## src/rtl/bwe_pkg.sv

```systemverilog
`timescale 1ns / 1ps
// ----------------------------------------------------------------------------
// Bit window extract package
// Shared widths, codes, sequencer states and the segment record.
// ----------------------------------------------------------------------------
package bwe_pkg;

  localparam int WORD_BITS    = 32;
  localparam int VEC_BITS     = 1024;
  localparam int MAX_OUT_BITS = 256;
  localparam int STORE_WORDS  = VEC_BITS / WORD_BITS;
  localparam int ADDR_W       = $clog2(STORE_WORDS);
  localparam int SHIFT_W      = $clog2(WORD_BITS);
  localparam int RUN_W        = SHIFT_W + 1;
  localparam int LEN_W        = 11;
  localparam int OLEN_W       = 9;
  localparam int START_W      = 21;
  localparam int POS_W        = START_W + 1;
  localparam int WIDX_W       = 3;

  // remainder unit: two restoring steps per cycle
  localparam int MOD_STEPS    = 2;
  localparam int MOD_BITS     = ((START_W + MOD_STEPS - 1) / MOD_STEPS) * MOD_STEPS;
  localparam int MOD_CYCLES   = MOD_BITS / MOD_STEPS;
  localparam int MOD_CNT_W    = $clog2(MOD_CYCLES);

  localparam logic REQ_LOAD    = 1'b0;
  localparam logic REQ_EXTRACT = 1'b1;
  localparam logic MODE_ZERO   = 1'b0;
  localparam logic MODE_WRAP   = 1'b1;

  typedef enum logic [1:0] {
    ST_IDLE,
    ST_MOD,
    ST_RUN
  } bwe_state_t;

  typedef struct packed {
    logic [SHIFT_W-1:0] shift;
    logic [RUN_W-1:0]   n;
    logic [SHIFT_W-1:0] fill;
    logic               zero;
    logic               word_end;
    logic               last;
    logic [WIDX_W-1:0]  widx;
  } bwe_seg_t;

endpackage

```

## src/rtl/bwe_mod_unit.sv

```systemverilog
`timescale 1ns / 1ps
// ----------------------------------------------------------------------------
// Bit window extract remainder unit
// Restoring remainder of an unsigned magnitude by the vector length.
// ----------------------------------------------------------------------------
module bwe_mod_unit
  import bwe_pkg::*;
(
  input  logic                clk,
  input  logic                rst_n,
  input  logic                go,
  input  logic [MOD_BITS-1:0] dividend,
  input  logic [LEN_W-1:0]    divisor,
  output logic                done,
  output logic [LEN_W-1:0]    rem
);

  logic                 busy_r;
  logic                 done_r;
  logic [MOD_CNT_W-1:0] cnt_r;
  logic [LEN_W-1:0]     rem_r;
  logic [LEN_W-1:0]     rem_nxt;
  logic [MOD_BITS-1:0]  num_r;
  logic [MOD_BITS-1:0]  num_nxt;
  logic [LEN_W-1:0]     div_r;

  always_comb begin
    logic [LEN_W:0]      r;
    logic [MOD_BITS-1:0] n;
    r = {1'b0, rem_r};
    n = num_r;
    for (int j = 0; j < MOD_STEPS; j++) begin
      r = {r[LEN_W-1:0], n[MOD_BITS-1]};
      n = {n[MOD_BITS-2:0], 1'b0};
      if (r >= {1'b0, div_r}) begin
        r = r - {1'b0, div_r};
      end
    end
    rem_nxt = r[LEN_W-1:0];
    num_nxt = n;
  end

  always_ff @(posedge clk) begin
    if (!rst_n) begin
      busy_r <= 1'b0;
      done_r <= 1'b0;
      cnt_r  <= '0;
    end else begin
      done_r <= 1'b0;
      if (go) begin
        busy_r <= 1'b1;
        cnt_r  <= '0;
      end else if (busy_r) begin
        cnt_r <= cnt_r + 1'b1;
        if (cnt_r == MOD_CNT_W'(MOD_CYCLES - 1)) begin
          busy_r <= 1'b0;
          done_r <= 1'b1;
        end
      end
    end
  end

  always_ff @(posedge clk) begin
    if (go) begin
      rem_r <= '0;
      num_r <= dividend;
      div_r <= divisor;
    end else if (busy_r) begin
      rem_r <= rem_nxt;
      num_r <= num_nxt;
    end
  end

  assign done = done_r;
  assign rem  = rem_r;

  a_done_after_busy: assert property (@(posedge clk) disable iff (!rst_n)
    done_r |-> $past(busy_r))
    else $error("remainder done without a running division");

  a_rem_below_div: assert property (@(posedge clk) disable iff (!rst_n)
    done_r |-> (rem_r < div_r))
    else $error("remainder not below divisor");

  a_go_idle: assert property (@(posedge clk) disable iff (!rst_n)
    go |-> !busy_r)
    else $error("division started while busy");

endmodule

```

## src/rtl/bit_window_extract_unit.sv

```systemverilog
`timescale 1ns / 1ps
// ----------------------------------------------------------------------------
// Bit window extract unit
// Extracts a bit window from a 32-word store as a run of 32-bit items.
// ----------------------------------------------------------------------------
// Load item: written to the store at the edge that accepts it.
// Extract item: one segment per cycle unless the output stalls; a segment
//   ends at a store word edge, the vector end, an output word end or the
//   window end (about 2 per word for long vectors, up to 32 per word at
//   vector_length 1). Wrap mode first finds the start remainder.
// Reset: store contents undefined until loaded, vector_length 1024.
// ----------------------------------------------------------------------------
module bit_window_extract_unit
  import bwe_pkg::*;
(
  input  logic                      clk,
  input  logic                      rst_n,
  input  logic                      in_valid,
  output logic                      in_ready,
  input  logic                      in_req_type,
  input  logic [ADDR_W-1:0]         in_word_addr,
  input  logic [WORD_BITS-1:0]      in_word_data,
  input  logic signed [START_W-1:0] in_start_index,
  input  logic                      in_ext_mode,
  input  logic [OLEN_W-1:0]         in_out_length,
  output logic                      out_valid,
  input  logic                      out_ready,
  output logic [WORD_BITS-1:0]      out_word,
  output logic [WIDX_W-1:0]         out_word_index,
  output logic                      out_last,
  input  logic                      psel,
  input  logic                      penable,
  input  logic                      pwrite,
  input  logic [1:0]                paddr,
  input  logic [31:0]               pwdata,
  output logic [31:0]               prdata,
  output logic                      pready
);

  bwe_state_t state_r, state_nxt;

  logic [LEN_W-1:0]     vlen_r;
  logic [LEN_W-1:0]     len_eff;
  logic                 accept;
  logic                 ext_go;
  logic [OLEN_W-1:0]    olen_clamp;
  logic [START_W-1:0]   start_u;
  logic [START_W-1:0]   start_mag;
  logic                 mod_go;
  logic                 mod_done;
  logic [LEN_W-1:0]     mod_rem;
  logic [LEN_W-1:0]     base;

  logic                 mode_r;
  logic                 neg_r;
  logic [POS_W-1:0]     pos_r;
  logic [OLEN_W-1:0]    left_r;
  logic [SHIFT_W-1:0]   fill_r;
  logic [WIDX_W-1:0]    widx_r;

  logic [POS_W-1:0]     len_ext;
  logic                 in_range;
  logic [POS_W-1:0]     to_end;
  logic [POS_W-1:0]     neg_dist;
  logic [RUN_W-1:0]     word_room;
  logic [RUN_W-1:0]     space;
  logic [RUN_W-1:0]     run;
  logic [RUN_W-1:0]     n;
  logic                 seg_last;
  logic                 seg_end;
  logic [POS_W-1:0]     pos_add;
  logic [POS_W-1:0]     pos_nxt;
  logic                 issue_go;

  logic [WORD_BITS-1:0] store_mem [STORE_WORDS];
  logic [WORD_BITS-1:0] rd_data_r;
  logic                 rd_en;

  logic                 seg_v_r;
  bwe_seg_t             seg_r;
  logic                 merge_go;
  logic [WORD_BITS-1:0] src;
  logic [WORD_BITS-1:0] mask;
  logic [WORD_BITS-1:0] acc_r;
  logic [WORD_BITS-1:0] acc_nxt;

  logic                 out_v_r;
  logic [WORD_BITS-1:0] out_word_r;
  logic [WIDX_W-1:0]    out_widx_r;
  logic                 out_last_r;

  // configuration
  assign pready = 1'b1;
  assign prdata = {{(32 - LEN_W){1'b0}}, vlen_r};

  always_ff @(posedge clk) begin
    if (!rst_n) begin
      vlen_r <= LEN_W'(VEC_BITS);
    end else if (psel && penable && pwrite && pready && (paddr == 2'd0)) begin
      vlen_r <= pwdata[LEN_W-1:0];
    end
  end

  always_comb begin
    if (vlen_r == '0) begin
      len_eff = LEN_W'(1);
    end else if (vlen_r > LEN_W'(VEC_BITS)) begin
      len_eff = LEN_W'(VEC_BITS);
    end else begin
      len_eff = vlen_r;
    end
  end

  // input decode
  assign accept     = in_valid && in_ready;
  assign olen_clamp = (in_out_length > OLEN_W'(MAX_OUT_BITS)) ? OLEN_W'(MAX_OUT_BITS)
                                                              : in_out_length;
  assign ext_go     = accept && (in_req_type == REQ_EXTRACT) && (olen_clamp != '0);
  assign mod_go     = ext_go && (in_ext_mode == MODE_WRAP);
  assign start_u    = in_start_index;
  assign start_mag  = start_u[START_W-1] ? (~start_u + START_W'(1)) : start_u;

  bwe_mod_unit u_mod (
    .clk      (clk),
    .rst_n    (rst_n),
    .go       (mod_go),
    .dividend (MOD_BITS'(start_mag)),
    .divisor  (len_eff),
    .done     (mod_done),
    .rem      (mod_rem)
  );

  assign base = (neg_r && mod_rem != '0) ? (len_eff - mod_rem) : mod_rem;

  // sequencer
  always_ff @(posedge clk) begin
    if (!rst_n) begin
      state_r <= ST_IDLE;
    end else begin
      state_r <= state_nxt;
    end
  end

  always_comb begin
    state_nxt = state_r;
    in_ready  = 1'b0;
    unique case (state_r)
      ST_IDLE: begin
        in_ready = 1'b1;
        if (ext_go) begin
          state_nxt = (in_ext_mode == MODE_WRAP) ? ST_MOD : ST_RUN;
        end
      end
      ST_MOD: begin
        if (mod_done) begin
          state_nxt = ST_RUN;
        end
      end
      ST_RUN: begin
        if (issue_go && seg_last) begin
          state_nxt = ST_IDLE;
        end
      end
      default: state_nxt = ST_IDLE;
    endcase
  end

  // segment issue
  assign len_ext   = POS_W'(len_eff);
  assign in_range  = !pos_r[POS_W-1] && (pos_r < len_ext);
  assign to_end    = len_ext - pos_r;
  assign neg_dist  = ~pos_r + POS_W'(1);
  assign word_room = RUN_W'(WORD_BITS) - {1'b0, pos_r[SHIFT_W-1:0]};
  assign space     = RUN_W'(WORD_BITS) - {1'b0, fill_r};

  always_comb begin
    if (in_range) begin
      run = (to_end < POS_W'(word_room)) ? to_end[RUN_W-1:0] : word_room;
    end else if (pos_r[POS_W-1]) begin
      run = (neg_dist >= POS_W'(WORD_BITS)) ? RUN_W'(WORD_BITS) : neg_dist[RUN_W-1:0];
    end else begin
      run = RUN_W'(WORD_BITS);
    end
    n = (run < space) ? run : space;
    if (OLEN_W'(n) > left_r) begin
      n = left_r[RUN_W-1:0];
    end
  end

  assign seg_last = (OLEN_W'(n) == left_r);
  assign seg_end  = (n == space) || seg_last;
  assign pos_add  = pos_r + POS_W'(n);
  assign pos_nxt  = (mode_r == MODE_WRAP && pos_add == len_ext) ? '0 : pos_add;
  assign merge_go = seg_v_r && (!seg_r.word_end || !out_v_r || out_ready);
  assign issue_go = (state_r == ST_RUN) && (!seg_v_r || merge_go);
  assign rd_en    = issue_go && in_range;

  always_ff @(posedge clk) begin
    if (ext_go) begin
      mode_r <= in_ext_mode;
      neg_r  <= start_u[START_W-1];
      left_r <= olen_clamp;
      fill_r <= '0;
      widx_r <= '0;
      pos_r  <= {{(POS_W - START_W){start_u[START_W-1]}}, start_u};
    end else if (mod_done) begin
      pos_r <= POS_W'(base);
    end else if (issue_go) begin
      pos_r  <= pos_nxt;
      left_r <= left_r - OLEN_W'(n);
      fill_r <= seg_end ? '0 : (fill_r + n[SHIFT_W-1:0]);
      widx_r <= seg_end ? (widx_r + 1'b1) : widx_r;
    end
  end

  // vector store
  always_ff @(posedge clk) begin
    if (accept && in_req_type == REQ_LOAD) begin
      store_mem[in_word_addr] <= in_word_data;
    end
    if (rd_en) begin
      rd_data_r <= store_mem[pos_r[SHIFT_W +: ADDR_W]];
    end
  end

  // segment merge
  always_ff @(posedge clk) begin
    if (!rst_n) begin
      seg_v_r <= 1'b0;
    end else if (issue_go) begin
      seg_v_r <= 1'b1;
    end else if (merge_go) begin
      seg_v_r <= 1'b0;
    end
  end

  always_ff @(posedge clk) begin
    if (issue_go) begin
      seg_r.shift    <= pos_r[SHIFT_W-1:0];
      seg_r.n        <= n;
      seg_r.fill     <= fill_r;
      seg_r.zero     <= !in_range;
      seg_r.word_end <= seg_end;
      seg_r.last     <= seg_last;
      seg_r.widx     <= widx_r;
    end
  end

  assign src     = seg_r.zero ? '0 : rd_data_r;
  assign mask    = {WORD_BITS{1'b1}} >> (RUN_W'(WORD_BITS) - seg_r.n);
  assign acc_nxt = ((seg_r.fill == '0) ? '0 : acc_r)
                 | (((src >> seg_r.shift) & mask) << seg_r.fill);

  always_ff @(posedge clk) begin
    if (merge_go) begin
      acc_r <= acc_nxt;
    end
  end

  // output register
  always_ff @(posedge clk) begin
    if (!rst_n) begin
      out_v_r <= 1'b0;
    end else if (merge_go && seg_r.word_end) begin
      out_v_r <= 1'b1;
    end else if (out_ready) begin
      out_v_r <= 1'b0;
    end
  end

  always_ff @(posedge clk) begin
    if (merge_go && seg_r.word_end) begin
      out_word_r <= acc_nxt;
      out_widx_r <= seg_r.widx;
      out_last_r <= seg_r.last;
    end
  end

  assign out_valid      = out_v_r;
  assign out_word       = out_word_r;
  assign out_word_index = out_widx_r;
  assign out_last       = out_last_r;

  a_read_hold: assert property (@(posedge clk) disable iff (!rst_n)
    (seg_v_r && !merge_go) |=> $stable(rd_data_r))
    else $error("store read data changed under a stalled segment");

  a_seg_fits: assert property (@(posedge clk) disable iff (!rst_n)
    seg_v_r |-> ((RUN_W + 1)'(seg_r.fill) + (RUN_W + 1)'(seg_r.n)
                 <= (RUN_W + 1)'(WORD_BITS)))
    else $error("segment overflows the output word");

  a_run_left: assert property (@(posedge clk) disable iff (!rst_n)
    (state_r == ST_RUN) |-> (left_r != '0 && n != '0))
    else $error("segment issue with no bits left");

  a_wrap_range: assert property (@(posedge clk) disable iff (!rst_n)
    (state_r == ST_RUN && mode_r == MODE_WRAP) |-> in_range)
    else $error("wrap position outside the vector");

  a_mod_state: assert property (@(posedge clk) disable iff (!rst_n)
    mod_done |-> (state_r == ST_MOD))
    else $error("remainder finished outside its wait state");

endmodule
```

## config.mk

```make
export PLATFORM = sky130hd
export DESIGN_NAME = bit_window_extract_unit
export DESIGN_NICKNAME = d
export VERILOG_FILES = /design/src/rtl/bwe_pkg.sv /design/src/rtl/bwe_mod_unit.sv /design/src/rtl/bit_window_extract_unit.sv
export SDC_FILE = /design/constraint.sdc
export NUM_CORES = 2
export LEC_CHECK = 0
export BUFFER_PORTS_ARGS = -buffer_cell sky130_fd_sc_hd__buf_2
export CAP_MARGIN = 15
export CORE_ASPECT_RATIO = 1.4
export CORE_MARGIN = 2
export CORE_UTILIZATION = 56
export DETAILED_ROUTE_END_ITERATION = 8
export PLACE_DENSITY = 0.76
export SLEW_MARGIN = 0
export SYNTH_ARGS = -nofsm -noshare
export SYNTH_HDL_FRONTEND = slang
export SYNTH_HIERARCHICAL = 1
export SYNTH_SLANG_ARGS = --single-unit
```

## constraint.sdc

```tcl
create_clock -name clk -period 11.5 [get_ports clk]
set_input_delay 1.725 -clock clk [delete_from_list [all_inputs] [get_ports clk]]
set_output_delay 1.725 -clock clk [all_outputs]
set_load 0.01 [all_outputs]
```

* Word-level counts from Yosys, hierarchy flattened *
Memories as Yosys holds them, arrays and structs flattened. A register that Yosys moved wholly into a read port is not among the register bits.
Index checks and enable logic that the tools add are counted.

word-level totals
  memories kept = 1
  output and inout bits = 71
  RAM bits = 1024
  bits in registers = 196
  word-level logic and storage cells = 156
  bits of input ports = 110

memories
  memory     words  bits a word  rd ports  clocked after memory_dff  wr ports  line                           source
  store_mem  32     32           1         1                         1         bit_window_extract_unit.sv:75  logic [WORD_BITS-1:0] store_mem [STORE_WORDS];

cells by class
  equality and inequality tests = 10
  bitwise operators = 8
  add/sub/neg operators = 14
  shift-type cells = 3
  multiplexer cells = 41
  reduce and logical (&&, ||, !) cells = 42
  $lt $le $gt $ge = 9

operators by type and width
  kind                     number
  $mux W22                 4
  $mux W32                 2
  $mux W21                 3
  $mux W11                 5
  $mux W6                  6
  $mux W9                  4
  $sub A11 B11 Y11         3
  $and A32 B32 Y32         1
  $or A32 B32 Y32          1
  $shl A32 B5 Y32          1
  $shr A32 B5 Y32          1
  $shr A32 B6 Y32 const A  1
  $ge A12 B11 Y1           2
  $add A22 B1 Y22 const B  1
  $add A22 B6 Y22          1
  $eq A22 B11 Y1           1
  $ge A22 B6 Y1 const B    1
  $lt A22 B11 Y1           1
  $lt A22 B6 Y1            1
  $not A22 Y22             1
  $sub A11 B22 Y22         1
  $add A21 B1 Y21 const B  1
  $not A21 Y21             1
  $logic_and A1 B1 Y1      16
  other kinds (35)         67

* Logic depth before layout (Yosys ltp) *
  depth after elaboration = 18
  gate-level depth with buffers = 54
  gate-level depth less buffers = 51

* Hierarchy *
The synthesis kept the hierarchy.

by module, submodules not included
  module                   area an instance (µm²)  sequential area each (µm²)  cells an instance  times used
  bit_window_extract_unit  53913.0                 35864.4                     3262               1
  bwe_mod_unit             3264.4                  1331.3                      305                1

* Least setup slack after synthesis *
OpenSTA, ideal clock, no wires.

  path kind = flip-flop to flip-flop
  start point = register pos_r[5]
  end point = register pos_r[2], data pin
  clock period less this slack = 11077 ps
  buffers on the path = 8
  slack = 423 ps
  data required time = 11226 ps
  setup time = 274 ps
  stages on the path, launching flop included = 49
  arrival time = 10803 ps
  path through = edfxtp_1 -> clkbuf_1 -> clkbuf_1 -> buf_1 -> clkbuf_1 -> inv_1 -> ha_1 -> clkbuf_1 -> o211ai_1 -> a21oi_1 -> o211ai_1 -> a211o_1 -> o22ai_1 -> and3b_1 -> clkbuf_1 -> nand3_1 -> mux2i_1 -> o21a_1 -> [... 13 more ...] -> o21a_1 -> o21ai_0 -> a21oi_1 -> o21ai_1 -> mux2_2 -> fa_1 -> a21o_1 -> a21oi_1 -> o21bai_1 -> a21o_1 -> xnor2_1 -> xor2_1 -> or4_1 -> or4_1 -> nand2b_1 -> clkbuf_1 -> or3b_2 -> a31oi_1

between the ends
  longest elaborated chain between the ends = 17
  elaborated cells on any way between the ends = 22
  those cells by class = add/sub: 3; order compare: 5; eq/ne: 1; mux: 10; bitwise: 1; reduce/logical: 2

ends and longest elaborated chain
  element                 line                            source
  from (decl)             bit_window_extract_unit.sv:56   logic [POS_W-1:0] pos_r;
  from (signal assigned)  bit_window_extract_unit.sv:205  pos_r <= {{(POS_W - START_W){start_u[START_W-1]}}, start_u};
  from (signal assigned)  bit_window_extract_unit.sv:207  pos_r <= POS_W'(base);
  from (signal assigned)  bit_window_extract_unit.sv:209  pos_r <= pos_nxt;
  $not A22 Y22            bit_window_extract_unit.sv:172  assign neg_dist = ~pos_r + POS_W'(1);
  $add A22 B1 Y22         bit_window_extract_unit.sv:172
  $ge A22 B6 Y1           bit_window_extract_unit.sv:180  run = (neg_dist >= POS_W'(WORD_BITS)) ? RUN_W'(WORD_BITS) : neg_dist[RUN_W-1:0];
  $mux W6                 bit_window_extract_unit.sv:180
  $mux W6                 bit_window_extract_unit.sv:179  end else if (pos_r[POS_W-1]) begin
  $mux W6 (*)             bit_window_extract_unit.sv:177  if (in_range) begin
  $lt A6 B6 Y1            bit_window_extract_unit.sv:184  n = (run < space) ? run : space;
  $mux W6 (*)             bit_window_extract_unit.sv:184
  [... 2 more ...]        n/a
  named net n[1]          bit_window_extract_unit.sv:68   logic [RUN_W-1:0] n;
  $add A22 B6 Y22 (*)     bit_window_extract_unit.sv:192  assign pos_add = pos_r + POS_W'(n);
  $eq A22 B11 Y1          bit_window_extract_unit.sv:193  assign pos_nxt = (mode_r == MODE_WRAP && pos_add == len_ext) ? '0 : pos_add;
  $logic_and A1 B1 Y1     bit_window_extract_unit.sv:193
  $mux W22 (*)            bit_window_extract_unit.sv:193
  $mux W22 (*)            bit_window_extract_unit.sv:208  end else if (issue_go) begin
  $mux W22 (*)            bit_window_extract_unit.sv:206  end else if (mod_done) begin
  $mux W22 (*)            bit_window_extract_unit.sv:199  if (ext_go) begin

Mark *: on every way through the listed nets, which the timed path passes. The rest lies on a longest branch. The select of a mux whose other input is x is not followed.
A chain may end at the register's enable or synchronous reset.

* Worst setup path after layout *
  start point = register vlen_r[4]
  end point = register pos_r[2], data pin

between the ends
  longest elaborated chain between the ends = 18
  elaborated cells on any way between the ends = 23
  those cells by class = add/sub: 3; order compare: 5; eq/ne: 1; mux: 11; reduce/logical: 3

ends and longest elaborated chain
  element                 line                            source
  from (decl)             bit_window_extract_unit.sv:42   logic [LEN_W-1:0] vlen_r;
  from (signal assigned)  bit_window_extract_unit.sv:98   vlen_r <= LEN_W'(VEC_BITS);
  from (signal assigned)  bit_window_extract_unit.sv:100  vlen_r <= pwdata[LEN_W-1:0];
  $gt A11 B11 Y1          bit_window_extract_unit.sv:107  end else if (vlen_r > LEN_W'(VEC_BITS)) begin
  $mux W11                bit_window_extract_unit.sv:107
  $mux W11 (*)            bit_window_extract_unit.sv:105  if (vlen_r == '0) begin
  named net len_eff[0]    bit_window_extract_unit.sv:43   logic [LEN_W-1:0] len_eff;
  $sub A11 B22 Y22        bit_window_extract_unit.sv:171  assign to_end = len_ext - pos_r;
  $lt A22 B6 Y1           bit_window_extract_unit.sv:178  run = (to_end < POS_W'(word_room)) ? to_end[RUN_W-1:0] : word_room;
  $mux W6                 bit_window_extract_unit.sv:178
  $mux W6 (*)             bit_window_extract_unit.sv:177
  [... 4 more ...]        n/a
  named net n[0]          bit_window_extract_unit.sv:68
  $add A22 B6 Y22 (*)     bit_window_extract_unit.sv:192
  $eq A22 B11 Y1          bit_window_extract_unit.sv:193
  $logic_and A1 B1 Y1     bit_window_extract_unit.sv:193
  $mux W22 (*)            bit_window_extract_unit.sv:193
  $mux W22 (*)            bit_window_extract_unit.sv:208
  $mux W22 (*)            bit_window_extract_unit.sv:206
  $mux W22 (*)            bit_window_extract_unit.sv:199

Marks and branches as above.

==> impl_metrics.csv <==
group,metric,value,unit
clock_tree,clockBufferDepth,3,
floorplanning,num_rows,138,
finish,fillers,7048,
pwr,p_leak,21.2,nW
status,outcome,"completed",
sta,slew_headroom,0.184,
yosys,synth_ff_type,"edfxtp_1",
yosys,synth.distinct_cells,104,
placement,place_ws,0.216,ns
clock_tree,htree_levels,3,
placement,port_buffers,137,
placement,dpl_cell_area,59700,sq um
global_routing,grtUsageMet3,0.0498,
global_routing,grt_pass1_vias,34200,
worst_setup_path,worstSetupStartpointType,"flip-flop",
finish,area_growth,11.0,%
global_routing,grt_pass1_wl,220,mm
pwr,finalPower,15.3,mW
route,vias,34100,
global_routing,gr-usage-met2,0.509,
worst_setup_path,critical_path_arrival,11.32,ns
yosys,synth-edff-count,1212,
global_routing,use_met1,0.333,
clock_tree,ctsHoldBuffers,0,
finish,drive_gt1_frac,0.228,
yosys,yosys_register_bits,1252,
yosys,postSynthCellCount,3567,
sta,hold_viol,0,
sta,setup_viol,0,
worst_setup_path,crit_path_max_fanout,9,
yosys,ys_warn_count,6,
floorplanning,die_w,274,um
sta,final.min_clock_period,10.85,ns
clock_tree,cts_num_sinks,1252,
yosys,netlist_area,57200,sq um
worst_setup_path,slowest_delay,0.56,ns
flow_run,drv_cap,0,
sta,finClkSkew,0.0526,ns
finish,utilization,0.627,
worst_setup_path,crit_top_cell,"a21oi_1",
min_path,timing.hold.worst.class,"flip-flop to flip-flop",
sta,whs,0.422,ns
clock_tree,numCtsBuffers,111,
pwr,ir_drop,542,uV
sta,tightest_slew,1.22,ns
clock_tree,cts.clk_slew.worst_paths,0.07,ns
route,avgViaCountPerCell,6.63,
sta,slew_violations,0,
route,drc,0,
floorplanning,core_area,101000,sq um
placement,dp_hpwl,86.3,mm
route,wl_per_cell,29.4,um
global_routing,grtUsageTotal,0.286,
yosys,synth.avg_cell_area,16.0,sq um
route,drtIter0Drc,3914,
clock_tree,clock_latency,0.74,ns
worst_setup_path,crit_slowest_cell,"or4_1",
clock_tree,cts_tree,"done",
global_routing,grt-busiest-layer,"met2",
worst_setup_path,required,11.97,ns
sta,timing.final.crit_share,0.944,
placement,gp_congestion,0.930,
sta,max_freq,92.1,MHz
floorplanning,start_util,0.565,
worst_setup_path,criticalPathCategory,"flip-flop to flip-flop",
global_routing,grt_max_degree,145,
yosys,async_reset_ff_frac,0,
clock_tree,cts_root_buf,"clkbuf_16",
finish,nets,3924,
floorplanning,io_pins,181,
floorplanning,dieArea,105000,sq um
sta,timing.final.ws_setup,0.646,ns
pwr,pwr_density_cell,240,nW/um^2
floorplanning,die_h,382,um
worst_setup_path,crit_path_end_kind,"flip-flop",
global_routing,grt.overflow.total,0,
yosys,yosysSeqAreaShare,0.651,
finish,stdcell_area,63500,sq um
route,final_antenna_net_count,0,
global_routing,antenna_found_initial,16,
route,drtPass1Iterations,6,
route,routed_wl,151,mm
==> report_power, final <==
part           switching (mW)  total, mW  leakage, nW  internal [mW]
clock                    1.71       3.82         1.78           2.11
sequential              0.158       5.39         11.3           5.24
combinational            3.34       6.04         8.18           2.70
==> flip-flops by register name, summed over array words and instances (netlist names), 2 cells and up <==
register	flops
rd_data_r	32
state_r	2
vlen_r	11
u_mod/rem	11
left_r	9
seg_r	22
out_word_index	3
store_mem	1024
fill_r	5
u_mod/cnt_r	4
out_word	32
u_mod/div_r	11
pos_r	22
widx_r	3
u_mod/num_r	22
acc_r	32
==> critical path, delay by kind of cell (launching register included) <==
kind            cells  cell delay, ns
xor+xnor            3            0.56
buf+inv             3            0.38
fa+ha+maj           7            2.07
compound gates     22            3.80
simple gates       16            3.49
flops               1            0.33
==> Yosys cell counts (13+ instances only) <==
cell,number,share of area
nor2_1,187,0.012
mux2i_1,99,0.017
xnor2_1,75,0.011
nand2b_1,29,0.0032
xor2_1,34,0.0052
dfxtp_1,40,0.014
a21o_1,25,0.0033
or3_1,13,0.0014
mux4_2,342,0.13
buf_1,51,0.0033
o21ai_0,98,0.0086
edfxtp_1,1212,0.64
ha_1,86,0.019
nor3_1,63,0.0055
a211oi_1,39,0.0051
o21a_1,17,0.0022
clkbuf_1,127,0.0083
nand4_1,22,0.0024
nand3b_1,15,0.0020
nand3_1,39,0.0034
nor4_1,35,0.0038
and3_1,17,0.0019
and2_1,23,0.0025
nor2b_1,35,0.0038
nand2_1,293,0.019
inv_1,89,0.0058
o211ai_1,17,0.0022
a21oi_1,108,0.0095
buf_4,23,0.0030
mux2_2,37,0.0073
a31oi_1,26,0.0028
==> cell type report <==
cell class,count,area [sq um],area share
clock inverters,69,808,0.0127
inverters,103,389,0.00613
clock buffers,134,2890,0.0455
repair buffers,229,1410,0.0221
diodes,7,17.5,0.000276
flip-flops and latches,1252,37200,0.586
multi-input cells,2024,19100,0.301
well taps,1330,1660,0.0262
==> metrics by stage <==
stage / cells / TNS, ns
final: 5148 / 0
after global routing: 5144 / -0.356
after CTS: 5135 / 0
after detailed placement: 4932 / 0
after global placement: 4932 / 0
after floorplan: 3588 / 0
==> final timing paths <==
path                            slack (ns)       from  cells after the start           endpoint
worst max register to register        0.65  vlen_r[4]                     51           pos_r[2]
worst min-delay path                  0.42   seg_r[2]                      0  out_word_index[2]
worst max-delay path                  0.65  vlen_r[4]                     51           pos_r[2]
worst min register to register        0.42   seg_r[2]                      0  out_word_index[2]
==> cell usage in the layout, fill, tap and decap left out, types with 23 or more instances in the layout <==
cell       instances
a211oi_1          39
a21o_1            24
a21oi_1          107
a31oi_1           26
buf_2            137
buf_4             89
clkbuf_16        112
clkinv_1          23
conb_1            23
dfxtp_1           40
edfxtp_1        1212
ha_1              86
inv_1             89
mux2_2            36
mux2i_1           97
mux4_2           342
nand2_1          293
nand2b_1          28
nand3_1           39
nor2_1           154
nor2_4            33
nor2b_1           35
nor3_1            63
nor4_1            33
o21ai_0           98
xnor2_1           75
xor2_1            34
==> kinds of logic after synthesis <==
family / share of synthesized area
XOR/XNOR: 0.0171
adder cells (fa/ha/maj): 0.0213
multiplexers: 0.160
flip-flops: 0.651
AND/OR/NAND/NOR: 0.0701
buffers and inverters: 0.0224
AO/OA/AOI/OAI: 0.0585
other: 0.000131
==> layer usage <==
layer	share of wire	wire length, um	vias to the layer above
met3	0.081	12200	469
met1	0.34	51000	17200
met2	0.53	79600	1974
li1	-	-	14400
met4	0.054	8140	16
met5	0.00068	103	-
==> timing repair <==
action	4_1_cts	5_1_grt
endpoints found under the setup margin	0	11
gates resized for setup	0	12
setup buffers	0	5
No activity file was read; power rests on OpenSTA's default activity.
